$ cat src/rtl/klif_pkg.sv
// ----------------------------------------------------------------------------
// klif_pkg
// Opcodes, character constants, result type and scan code table.
// ----------------------------------------------------------------------------
package klif_pkg;

  localparam logic [1:0] OP_KEY   = 2'd0;
  localparam logic [1:0] OP_READ  = 2'd1;
  localparam logic [1:0] OP_FLUSH = 2'd2;

  localparam logic [7:0] SCAN_ENTER     = 8'h1C;
  localparam logic [7:0] SCAN_BACKSPACE = 8'h0E;
  localparam logic [7:0] CH_NEWLINE     = 8'h0A;
  localparam logic [7:0] CH_BACKSPACE   = 8'h08;

  localparam int FILL_W = 9;

  typedef struct packed {
    logic              echo_valid;
    logic [7:0]        echo_char;
    logic              read_valid;
    logic [7:0]        read_char;
    logic              char_dropped;
    logic              buffer_empty;
    logic [FILL_W-1:0] fill_count;
  } res_t;

  // Set-1 make code to ASCII; zero means no character.
  function automatic logic [7:0] xlat_code(input logic [7:0] code);
    logic [7:0] ch;
    ch = 8'h00;
    case (code)
      8'h02: ch = 8'h31; // 1
      8'h03: ch = 8'h32;
      8'h04: ch = 8'h33;
      8'h05: ch = 8'h34;
      8'h06: ch = 8'h35;
      8'h07: ch = 8'h36;
      8'h08: ch = 8'h37;
      8'h09: ch = 8'h38;
      8'h0A: ch = 8'h39;
      8'h0B: ch = 8'h30; // 0
      8'h0C: ch = 8'h2D; // -
      8'h0D: ch = 8'h3D; // =
      8'h10: ch = 8'h71; // q
      8'h11: ch = 8'h77;
      8'h12: ch = 8'h65;
      8'h13: ch = 8'h72;
      8'h14: ch = 8'h74;
      8'h15: ch = 8'h79;
      8'h16: ch = 8'h75;
      8'h17: ch = 8'h69;
      8'h18: ch = 8'h6F;
      8'h19: ch = 8'h70; // p
      8'h1A: ch = 8'h5B; // [
      8'h1B: ch = 8'h5D; // ]
      8'h1E: ch = 8'h61; // a
      8'h1F: ch = 8'h73;
      8'h20: ch = 8'h64;
      8'h21: ch = 8'h66;
      8'h22: ch = 8'h67;
      8'h23: ch = 8'h68;
      8'h24: ch = 8'h6A;
      8'h25: ch = 8'h6B;
      8'h26: ch = 8'h6C; // l
      8'h27: ch = 8'h3B; // ;
      8'h28: ch = 8'h27; // quote
      8'h29: ch = 8'h60; // backtick
      8'h2B: ch = 8'h5C; // backslash
      8'h2C: ch = 8'h7A; // z
      8'h2D: ch = 8'h78;
      8'h2E: ch = 8'h63;
      8'h2F: ch = 8'h76;
      8'h30: ch = 8'h62;
      8'h31: ch = 8'h6E;
      8'h32: ch = 8'h6D; // m
      8'h33: ch = 8'h2C; // ,
      8'h34: ch = 8'h2E; // .
      8'h35: ch = 8'h2F; // /
      8'h39: ch = 8'h20; // space
      default: ch = 8'h00;
    endcase
    return ch;
  endfunction

endpackage

$ cat src/rtl/klif_if.sv
// ----------------------------------------------------------------------------
// klif_in_if / klif_out_if
// Valid/ready channels for key requests and their results.
// ----------------------------------------------------------------------------
interface klif_in_if;
  logic       valid;
  logic       ready;
  logic [1:0] op;
  logic [7:0] key_code;

  modport source(output valid, op, key_code, input ready);
  modport sink(input valid, op, key_code, output ready);
endinterface

interface klif_out_if;
  logic       valid;
  logic       ready;
  logic       echo_valid;
  logic [7:0] echo_char;
  logic       read_valid;
  logic [7:0] read_char;
  logic       char_dropped;
  logic       buffer_empty;
  logic [8:0] fill_count;

  modport source(output valid, echo_valid, echo_char, read_valid, read_char,
                 char_dropped, buffer_empty, fill_count, input ready);
  modport sink(input valid, echo_valid, echo_char, read_valid, read_char,
               char_dropped, buffer_empty, fill_count, output ready);
endinterface

$ cat src/rtl/klif_ram.sv
// ----------------------------------------------------------------------------
// klif_ram
// Byte store: one write port, one read port, registered read data.
// ----------------------------------------------------------------------------
module klif_ram #(
  parameter int DEPTH  = 256,
  parameter int ADDR_W = 8
) (
  input  logic              clk,
  input  logic              wr_en,
  input  logic [ADDR_W-1:0] wr_addr,
  input  logic [7:0]        wr_data,
  input  logic              rd_en,
  input  logic [ADDR_W-1:0] rd_addr,
  output logic [7:0]        rd_data
);

  logic [7:0] mem_r [DEPTH];
  logic [7:0] rd_data_r;

  always_ff @(posedge clk) begin
    if (wr_en) begin
      mem_r[wr_addr] <= wr_data;
    end
  end

  // Data holds until the next read.
  always_ff @(posedge clk) begin
    if (rd_en) begin
      rd_data_r <= mem_r[rd_addr];
    end
  end

  assign rd_data = rd_data_r;

endmodule

$ cat src/rtl/keyboard_line_input_fifo.sv
// ----------------------------------------------------------------------------
// keyboard_line_input_fifo
// Keyboard ring buffer with scan code translation and echo.
// ----------------------------------------------------------------------------
// Use:
//   in_req  : one request per handshake; op selects key event, read or flush,
//             key_code carries the set-1 scan code for key events.
//   out_rsp : exactly one result per request, in request order: echo, popped
//             byte, drop flag, empty flag and fill count after the request.
// Path: an accepted request is registered in the request stage, then moves
//   to the output register, which drives out_rsp. The byte store read
//   happens in the first stage.
// Throughput: one request per cycle while out_rsp drains. Pointers and the
//   count live in flops, so back-to-back push/read/backspace never wait on
//   the store.
// Reset: pointers and count go to zero, both stages empty; the store is not
//   cleared since an entry is only ever read after it is written.
// Receiver stall: the output register holds its result, the request stage
//   holds one more, and in_req.ready drops once both are occupied.
// ----------------------------------------------------------------------------
module keyboard_line_input_fifo #(
  parameter int FIFO_DEPTH = 256
) (
  input logic         clk,
  input logic         rst_n,
  klif_in_if.sink     in_req,
  klif_out_if.source  out_rsp
);

  import klif_pkg::*;

  localparam int PTR_W = $clog2(FIFO_DEPTH);
  localparam int CNT_W = $clog2(FIFO_DEPTH + 1);
  localparam logic [CNT_W-1:0] CNT_FULL = CNT_W'(FIFO_DEPTH);
  localparam logic [PTR_W-1:0] PTR_LAST = PTR_W'(FIFO_DEPTH - 1);

  // ring pointers and occupancy
  logic [PTR_W-1:0] wp_r, wp_nxt;
  logic [PTR_W-1:0] rp_r, rp_nxt;
  logic [CNT_W-1:0] cnt_r, cnt_nxt;

  // request stage (store read in flight) and output register
  logic p1_valid_r;
  res_t p1_r;
  logic out_valid_r;
  res_t out_r;
  res_t out_nxt;

  logic       in_ready;
  logic       accept;
  logic       out_free;
  logic [7:0] xl;
  logic [7:0] push_char;
  logic       is_enter;
  logic       is_bksp;
  logic       has_data;
  logic       full;
  logic       wr_en;
  logic       rd_en;
  logic [7:0] rd_data;
  logic [PTR_W-1:0] wp_inc, wp_dec, rp_inc;
  res_t       res_nxt;

  assign out_free = !out_valid_r || out_rsp.ready;
  assign in_ready = !p1_valid_r || out_free;
  assign accept   = in_req.valid && in_ready;
  assign in_req.ready = in_ready;

  assign wp_inc = (wp_r == PTR_LAST) ? '0 : wp_r + 1'b1;
  assign wp_dec = (wp_r == '0) ? PTR_LAST : wp_r - 1'b1;
  assign rp_inc = (rp_r == PTR_LAST) ? '0 : rp_r + 1'b1;

  // Request decode and pointer update, all in the accept cycle.
  always_comb begin
    xl        = xlat_code(in_req.key_code);
    is_enter  = (in_req.key_code == SCAN_ENTER);
    is_bksp   = (in_req.key_code == SCAN_BACKSPACE);
    push_char = is_enter ? CH_NEWLINE : xl;
    has_data  = (cnt_r != '0);
    full      = (cnt_r == CNT_FULL);
    wp_nxt    = wp_r;
    rp_nxt    = rp_r;
    cnt_nxt   = cnt_r;
    wr_en     = 1'b0;
    rd_en     = 1'b0;
    res_nxt   = '0;
    if (accept) begin
      case (in_req.op)
        OP_KEY: begin
          if (xl != 8'h00 || is_enter) begin
            // echo goes out even when the push is refused
            res_nxt.echo_valid = 1'b1;
            res_nxt.echo_char  = push_char;
            if (full) begin
              res_nxt.char_dropped = 1'b1;
            end else begin
              wr_en   = 1'b1;
              wp_nxt  = wp_inc;
              cnt_nxt = cnt_r + 1'b1;
            end
          end else if (is_bksp && has_data) begin
            // take back the newest unread byte
            wp_nxt             = wp_dec;
            cnt_nxt            = cnt_r - 1'b1;
            res_nxt.echo_valid = 1'b1;
            res_nxt.echo_char  = CH_BACKSPACE;
          end
        end
        OP_READ: begin
          if (has_data) begin
            rd_en              = 1'b1;
            rp_nxt             = rp_inc;
            cnt_nxt            = cnt_r - 1'b1;
            res_nxt.read_valid = 1'b1;
          end
        end
        OP_FLUSH: begin
          wp_nxt  = '0;
          rp_nxt  = '0;
          cnt_nxt = '0;
        end
        default: ;
      endcase
    end
    res_nxt.buffer_empty = (cnt_nxt == '0);
    res_nxt.fill_count   = FILL_W'(cnt_nxt);
  end

  klif_ram #(
    .DEPTH  (FIFO_DEPTH),
    .ADDR_W (PTR_W)
  ) u_ram (
    .clk     (clk),
    .wr_en   (wr_en),
    .wr_addr (wp_r),
    .wr_data (push_char),
    .rd_en   (rd_en),
    .rd_addr (rp_r),
    .rd_data (rd_data)
  );

  // control state
  always_ff @(posedge clk) begin
    if (!rst_n) begin
      wp_r        <= '0;
      rp_r        <= '0;
      cnt_r       <= '0;
      p1_valid_r  <= 1'b0;
      out_valid_r <= 1'b0;
    end else begin
      wp_r  <= wp_nxt;
      rp_r  <= rp_nxt;
      cnt_r <= cnt_nxt;
      if (in_ready) begin
        p1_valid_r <= accept;
      end
      if (out_free) begin
        out_valid_r <= p1_valid_r;
      end
    end
  end

  // store data joins the staged result here
  always_comb begin
    out_nxt           = p1_r;
    out_nxt.read_char = p1_r.read_valid ? rd_data : 8'h00;
  end

  // payload
  always_ff @(posedge clk) begin
    if (accept) begin
      p1_r <= res_nxt;
    end
    if (out_free && p1_valid_r) begin
      out_r <= out_nxt;
    end
  end

  assign out_rsp.valid        = out_valid_r;
  assign out_rsp.echo_valid   = out_r.echo_valid;
  assign out_rsp.echo_char    = out_r.echo_char;
  assign out_rsp.read_valid   = out_r.read_valid;
  assign out_rsp.read_char    = out_r.read_char;
  assign out_rsp.char_dropped = out_r.char_dropped;
  assign out_rsp.buffer_empty = out_r.buffer_empty;
  assign out_rsp.fill_count   = out_r.fill_count;

endmodule

$ cat src/flat_wrapper.sv
// flat-port wrapper written by rule: the top's interface ports become plain ports
module keyboard_line_input_fifo_flat import klif_pkg::*;
#(
  parameter int FIFO_DEPTH = 256
)
  (clk, rst_n, in_req_valid, in_req_op, in_req_key_code, in_req_ready, out_rsp_valid, out_rsp_echo_valid, out_rsp_echo_char, out_rsp_read_valid, out_rsp_read_char, out_rsp_char_dropped, out_rsp_buffer_empty, out_rsp_fill_count, out_rsp_ready);
  klif_in_if in_req_i ();
  klif_out_if out_rsp_i ();
  input logic clk;
  input logic rst_n;
  input wire logic [$bits(in_req_i.valid)-1:0] in_req_valid;
  input wire logic [$bits(in_req_i.op)-1:0] in_req_op;
  input wire logic [$bits(in_req_i.key_code)-1:0] in_req_key_code;
  output wire logic [$bits(in_req_i.ready)-1:0] in_req_ready;
  output wire logic [$bits(out_rsp_i.valid)-1:0] out_rsp_valid;
  output wire logic [$bits(out_rsp_i.echo_valid)-1:0] out_rsp_echo_valid;
  output wire logic [$bits(out_rsp_i.echo_char)-1:0] out_rsp_echo_char;
  output wire logic [$bits(out_rsp_i.read_valid)-1:0] out_rsp_read_valid;
  output wire logic [$bits(out_rsp_i.read_char)-1:0] out_rsp_read_char;
  output wire logic [$bits(out_rsp_i.char_dropped)-1:0] out_rsp_char_dropped;
  output wire logic [$bits(out_rsp_i.buffer_empty)-1:0] out_rsp_buffer_empty;
  output wire logic [$bits(out_rsp_i.fill_count)-1:0] out_rsp_fill_count;
  input wire logic [$bits(out_rsp_i.ready)-1:0] out_rsp_ready;
  assign in_req_i.valid = in_req_valid;
  assign in_req_i.op = in_req_op;
  assign in_req_i.key_code = in_req_key_code;
  assign in_req_ready = in_req_i.ready;
  assign out_rsp_valid = out_rsp_i.valid;
  assign out_rsp_echo_valid = out_rsp_i.echo_valid;
  assign out_rsp_echo_char = out_rsp_i.echo_char;
  assign out_rsp_read_valid = out_rsp_i.read_valid;
  assign out_rsp_read_char = out_rsp_i.read_char;
  assign out_rsp_char_dropped = out_rsp_i.char_dropped;
  assign out_rsp_buffer_empty = out_rsp_i.buffer_empty;
  assign out_rsp_fill_count = out_rsp_i.fill_count;
  assign out_rsp_i.ready = out_rsp_ready;
  keyboard_line_input_fifo #(.FIFO_DEPTH(FIFO_DEPTH)) u_core (.clk(clk), .rst_n(rst_n), .in_req(in_req_i), .out_rsp(out_rsp_i));
endmodule
$ cat config.mk
export PLATFORM = sky130hd
export DESIGN_NAME = keyboard_line_input_fifo_flat
export DESIGN_NICKNAME = d
export VERILOG_FILES = /design/src/rtl/klif_pkg.sv /design/src/rtl/klif_if.sv /design/src/rtl/klif_ram.sv /design/src/rtl/keyboard_line_input_fifo.sv /design/src/flat_wrapper.sv
export SDC_FILE = /design/constraint.sdc
export NUM_CORES = 2
export LEC_CHECK = 0
export BUFFER_PORTS_ARGS = -buffer_cell sky130_fd_sc_hd__buf_2
export CORE_MARGIN = 10
export CORE_UTILIZATION = 45
export CTS_CLUSTER_SIZE = 24
export DETAILED_ROUTE_END_ITERATION = 8
export GPL_TIMING_DRIVEN = 0
export SYNTH_ARGS = -nofsm -noshare
export SYNTH_HDL_FRONTEND = slang
export SYNTH_SLANG_ARGS = --single-unit
$ cat constraint.sdc
create_clock -name clk -period 12.7 [get_ports clk]
set_clock_uncertainty 0.1 [all_clocks]
set_input_delay 1.27 -clock clk [delete_from_list [all_inputs] [get_ports clk]]
set_output_delay 1.27 -clock clk [all_outputs]
set_load 0.02 [all_outputs]
# [After elaboration in Yosys (flattened, before gate mapping)]
# Memory sizes are Yosys's and may differ from the RTL's. A register that Yosys moved wholly into a read port is not among the register bits.
# Index checks and enable logic that the tools add are counted.
[word_totals] ff_bits=77 mem_count=2 inputBits=14 output_inout_bits=31 rom_bits=448 word_cells=83 mem_bits_rw=2048
[classes] reduce_logical=19 add_sub_neg=5 n_eq_ne=10 n_mux=29
[mem_list] name="u_core.u_ram.mem_r" words=256 word_bits=8 rd=1 rd_clocked_by_memory_dff=1 write_ports=1 line="klif_ram.sv:18" rtl="logic [7:0] mem_r [DEPTH];"
[mem_list] name="(no name shown)" words=64 word_bits=7 rd=1 rd_clocked_by_memory_dff=0 write_ports=0 line="klif_pkg.sv:32" rtl="case (code)"
[ops] cell="$mux 8" n=9
[ops] cell="$mux 9" n=7
[ops] cell="$pmux 8 s2" n=2
[ops] cell="$pmux 9 s3" n=1
[ops] cell="$add 8x1->8 const B" n=2
[ops] cell="$eq 8x8->1 const B" n=2
[ops] cell="$mux 1" n=10
[ops] cell="$add 9x1->9 const B" n=1
[ops] cell="$eq 9x9->1 const B" n=1
[ops] cell="$logic_not 9->1" n=1
[ops] cell="$reduce_bool 9->1" n=1
[ops] cell="$sub 9x1->9 const B" n=1
[ops] cell="$eq 8x4->1 const B" n=1
[ops] cell="$eq 8x5->1 const B" n=1
[ops] cell="$logic_not 8->1" n=1
[ops] cell="$reduce_bool 8->1" n=1
[ops] cell="$sub 8x1->8 const B" n=1
[ops] cell="$logic_not 2->1" n=2
[ops] cell="$reduce_and 4->1" n=1
[ops] cell="$reduce_bool 2->1" n=2
[ops] cell="$logic_and 1x1->1" n=3
[ops] cell="$logic_or 1x1->1" n=3
[ops] cell="$ne 3x1->1 const B" n=1
[ops] cell="$ne 3x3->1 const B" n=1
[ops] cell="other kinds (6)" n=7

# [Logic depth before layout (Yosys ltp)]
[logic_depth] depth_word=9 depth_mapped=17 ltp_nobuf=13

# [Cells and area by module]
# Synthesis repeated with hierarchy kept, for this count alone.
[hier_totals] cells_unflattened=4233 area_unflattened_um2=84304.6
[modules_own_cells] mod="klif_ram" cells_per_inst=3733 seq_area_each_um2=61739.2 area_each_um2=79636.4 n_inst=1
[modules_own_cells] mod="keyboard_line_input_fifo" cells_per_inst=500 seq_area_each_um2=1981.9 area_each_um2=4668.2 n_inst=1

# [Worst setup path after synthesis]
# OpenSTA, ideal clock, no wires.
[synth_timing] kind="in2reg" from="input in_req_key_code[1]" to="memory u_core.u_ram.mem_r[0][4], data pin" required_time_ps=11732 path_buffers=1 arrival_ps=5807 setup_slack_ps=5925 path_stages=6 setup_time_ps=868 cell_sequence="buf_2 inv_1 ha_1 mux4_2 a211oi_1 and2_1"
[synth_between] elab_chain_cells=3 word_cells_on_any_way=4 classes_between="1 x eq/ne; 2 x mux; 1 x memory"
[synth_lines] item="from (decl)" line="flat_wrapper.sv:13" rtl="input wire logic [$bits(in_req_i.key_code)-1:0] in_req_key_code;"
[synth_lines] item="$mem_v2 64x7"
[synth_lines] item="$mux 8" line="klif_pkg.sv:32"
[synth_lines] item="$mux 8 (*)" line="keyboard_line_input_fifo.sv:78" rtl="push_char = is_enter ? CH_NEWLINE : xl;"
[synth_lines] item="net u_core.push_char[4]" line="keyboard_line_input_fifo.sv:53" rtl="logic [7:0] push_char;"
[synth_lines] item="to (decl)" line="klif_ram.sv:18"
# Mark *: on every way through the listed nets, which the timed path passes. The rest lies on a longest branch.

# [Final worst setup path]
[layout_timing] from="input in_req_key_code[1]" to="memory u_core.u_ram.mem_r[182][2] (enable)"
[layout_between] elab_chain_cells=9 word_cells_on_any_way=10 classes_between="1 x eq/ne; 6 x mux; 2 x reduce/logical; 1 x memory"
[layout_lines] item="$mem_v2 64x7"
[layout_lines] item="$mux 8" line="klif_pkg.sv:32"
[layout_lines] item="$reduce_bool 8->1" line="keyboard_line_input_fifo.sv:90" rtl="if (xl != 8'h00 || is_enter) begin"
[layout_lines] item="$logic_or 1x1->1 (*)" line="keyboard_line_input_fifo.sv:90"
[layout_lines] item="$mux 1 (*)" line="keyboard_line_input_fifo.sv:90"
[layout_lines] item="$mux 1 (*)" line="keyboard_line_input_fifo.sv:88" rtl="case (in_req.op)"
[layout_lines] item="$mux 1 (*)" line="keyboard_line_input_fifo.sv:87" rtl="if (accept) begin"
[layout_lines] item="$mux 1 (*)" line="klif_ram.sv:22" rtl="if (wr_en) begin"
[layout_lines] item="$mux 1 (implied by the code) (*)" line="klif_ram.sv:23" rtl="mem_r[wr_addr] <= wr_data;"
# Every way passes the cells marked *; elsewhere a longest branch is shown, timed or not.

==> metrics.txt <==
status finished clean; hold slack 0.312 ns; DRT antenna net count 0; PD cells 152 nW/um2; starting DRC count in detailed routing 4,781; CTS Root Cell clkbuf_16; origin of the worst setup path in_req_key_code[1]; WL final 208,000 um; Vert. Die Dim 428 um; drt wl/cell 31.0 um; biggest cell delay along the critical path 0.91 ns; post-synth cell types 91; worst reg2reg setup slack 6.54 ns; PortBufs 42; Max Cap Violations 0; syn avg cell area 18.2 um2; Setup Buffers After CTS 0; RR Startpoint u_core.rp_r[0]; fraction of layout cells with a size suffix above 1 18.4%; CP Max Fanout 10; cts repair resizes 0; dominant cell type by area after synthesis edfxtp_1; hold_sp u_core.out_nxt[23]; Power, Total 12,800 uW; Clk pin slew, worst setup/hold paths 0.06 ns; CP delay by family, top simple AND/OR/NAND/NOR gates; Reg-to-Reg End u_core.u_ram.rd_data[1]; synthesized flop and latch total 1,873; Num CTS Buffers 191; vias in the first global route 40,300; Worst setup SP type input port; sequential share of the synthesized area 74.7%; Tmin final 6.51 ns; crit end category flop; top cells by area, synth edfxtp_1, mux4_2, mux2i_1; period utilization 51.3%; Worst R2R Path Depth 11; area grow syn2layout 12.8%; CTS Buffer Depth 3; critical path class input port to flop; relative slew slack 1.31%; Worst Path Arrival 6.86 ns; DPL Wire Length 139,000 um; drc violations 0; YS warnings 0; crit path cell chain buf_2 -> buf_2 -> inv_1 -> ha_1 -> or2_2 -> o21a_1 -> a22oi_1 -> o21ai_1 -> and2_1 -> buf_2 -> nand2_4 -> buf_2 -> nand3_1 -> nor3b_2 -> nand3_1 -> clkbuf_1 -> nor2_1; Hold Path Class flop to flop; final setup violation count 0; via count 40,800; Fmax achieved 154 MHz; actual slew at the worst max-slew pin 1.48 ns; Leakage 0.0252 uW; Skew-Pair Late Insertion Delay 0.84 ns; Hold Vio Cnt, Final 0; Total GRT Usage 22.2%; max-slew violations 0; RSZ-0062 raised after global routing false; Cells after Synth 4,113; clock sink count 1,873; vias per inst 6.07; Primary FF master, synth edfxtp_1; global-route wire length before repair 295,000 um; CP required 13.04 ns; Initial Util 45.3%; GRT overflow 0; CTS tree yes; slowest CP cell nor3b_2; gpl congestion 0.886; Core Area 165,000 um2; Cell Rows 149; Critical Path Most Common Cell buf_2; initial antenna violation count 6; Buf+Inv Stages, Crit Path 6; synthesized cell area 74,900 um2; Max H-tree Level 4; Post-layout nets 4,404; area share of the largest cell type after synthesis 74.0%; Die Width 428 um; Pre-antenna DRT Iters 6; Top Ports 45; Worst Hold Endpoint u_core.out_rsp.echo_char[3]; VDD IR max 0.127 mV; CTS Hold Bufs 0; largest net degree at the start of global routing 149; setup total negative slack 0 ns; async set-reset flop share out of synthesis 0%; Die Area 183,000 um2; EDFF count, synth 1,846; Hold Path Stages 0
[report_power, final]
part | internal (uW) | switching (uW) | leakage [uW]
logic | 198 | 392 | 0.00528
registers | 6800 | 6.83 | 0.0170
clock network | 3040 | 2360 | 0.00293
[worst max path at each step]
stage | slack (ns) | end | cells past startpoint
final | 6.19 | u_core.u_ram.mem_r[182][2] | 17
after global routing | 5.93 | u_core.u_ram.mem_r[182][2] | 17
after CTS | 6.39 | u_core.u_ram.mem_r[176][5] | 17
after detailed placement | 5.52 | u_core.u_ram.mem_r[184][3] | 17
after global placement | 0.78 | u_core.u_ram.mem_r[78][4] | 7
after floorplan | 5.93 | u_core.u_ram.mem_r[0][4] | 6
[synthesized netlist by cell type, drive strengths merged, types with 3 or more instances]
library cell     n
a31oi            7
a211o            4
edfxtp        1846
mux4           289
inv             25
nor2b           10
dfxtp           27
o21a             3
nor4             4
nand4            5
nand2          162
o21ai          130
buf            109
clkbuf         149
or2             10
mux2i          314
a32oi            5
o22ai          102
o32ai            8
ha              20
nand3           24
a21oi          175
o221ai         100
mux2            84
a211oi          63
xor2             4
or3             10
nor2           297
nor3b            4
o31ai            4
and3             3
nor3            29
and2            25
nand2b           5
o211ai           4
o32a             8
[per-layer routing]
| metal | global-route usage (%) | vias up | wire, um |
|---|---|---|---|
| met4 | 9.69 | 0 | 9470 |
| met1 | 29.9 | 21300 | 85200 |
| met3 | 3.98 | 386 | 14800 |
| met2 | 35.4 | 1785 | 98900 |
| met5 | 0 | - | 0 |
| li1 | - | 17200 | - |
[layout make-up]
cell class              instances  area [um2]
multi-input cells            1957       17800
plain buffers                 259        1140
flip-flops and latches       1873       56000
repair buffers                 63         742
well taps                    2189        2740
clock inverters               114         907
inverters                      25         109
clock buffers                 234        5070
fillers                     13400       80700
diodes                          5        12.5
[metrics by stage]
stage | std cells | cell area, um2 | setup WS [ns] | utilization (%)
floorplan | 4114 | 74900 | 5.93 | -
detailed placement | 6366 | 78500 | 5.52 | 47.5
global placement | 6345 | 77800 | 0.782 | 47.1
finish | 6719 | 84500 | 6.19 | 51.1
CTS | 6714 | 84400 | 6.39 | 51.1
global route | 6714 | 84400 | 5.93 | 51.1
[sequential cells by signal, summed over array words and instances (netlist names)]
name,cells
u_core.out_rsp.echo_char,7
u_core.rp_r,8
u_core.out_rsp.read_valid,1
u_core.out_rsp.echo_valid,1
u_core.out_rsp.valid,1
u_core.cnt_r,9
u_core.u_ram.rd_data,7
u_core.out_rsp.read_char,7
u_core.out_rsp.char_dropped,1
u_core.out_rsp.buffer_empty,1
u_core.out_nxt,20
u_core.u_ram.mem_r,1792
u_core.out_rsp.fill_count,9
u_core.p1_valid_r,1
u_core.wp_r,8
[cells by family (layout without fill, tap and decap cells)]
kind of cell	count (synthesis)	in the layout	share of synthesized area, %
flip-flops	1873	1873	74.7
multiplexers	687	687	14.1
AO/OA/AOI/OAI	643	643	5.58
AND/OR/NAND/NOR	599	599	3.51
buffers and inverters	284	695	1.62
adder cells (fa/ha/maj)	20	20	0.334
XOR/XNOR	6	6	0.0702
other	1	7	0.00501
[worst reg2reg max path: cells and delay by family (launching register included)]
kind                   cells  cell delay [ns]
AOI/OAI and AO/OA          5             2.22
buffers and inverters      4             2.43
DFF                        1             0.34
muxes                      2             0.74
[layout by cell type (no fill, tap or decap), drive strengths merged, types with 10 or more instances in the layout]
| cell type | count |
|---|---|
| nor3 | 29 |
| mux2 | 84 |
| or3 | 10 |
| mux2i | 314 |
| inv | 34 |
| nand3 | 24 |
| ha | 20 |
| and2 | 25 |
| mux4 | 289 |
| o221ai | 100 |
| buf | 172 |
| nand2 | 162 |
| a211oi | 63 |
| nor2 | 297 |
| o22ai | 102 |
| nor2b | 10 |
| edfxtp | 1846 |
| clkinv | 87 |
| dfxtp | 27 |
| o21ai | 130 |
| bufinv | 10 |
| or2 | 10 |
| a21oi | 175 |
| clkbuf | 383 |
Power figures use the tool's default switching activity.
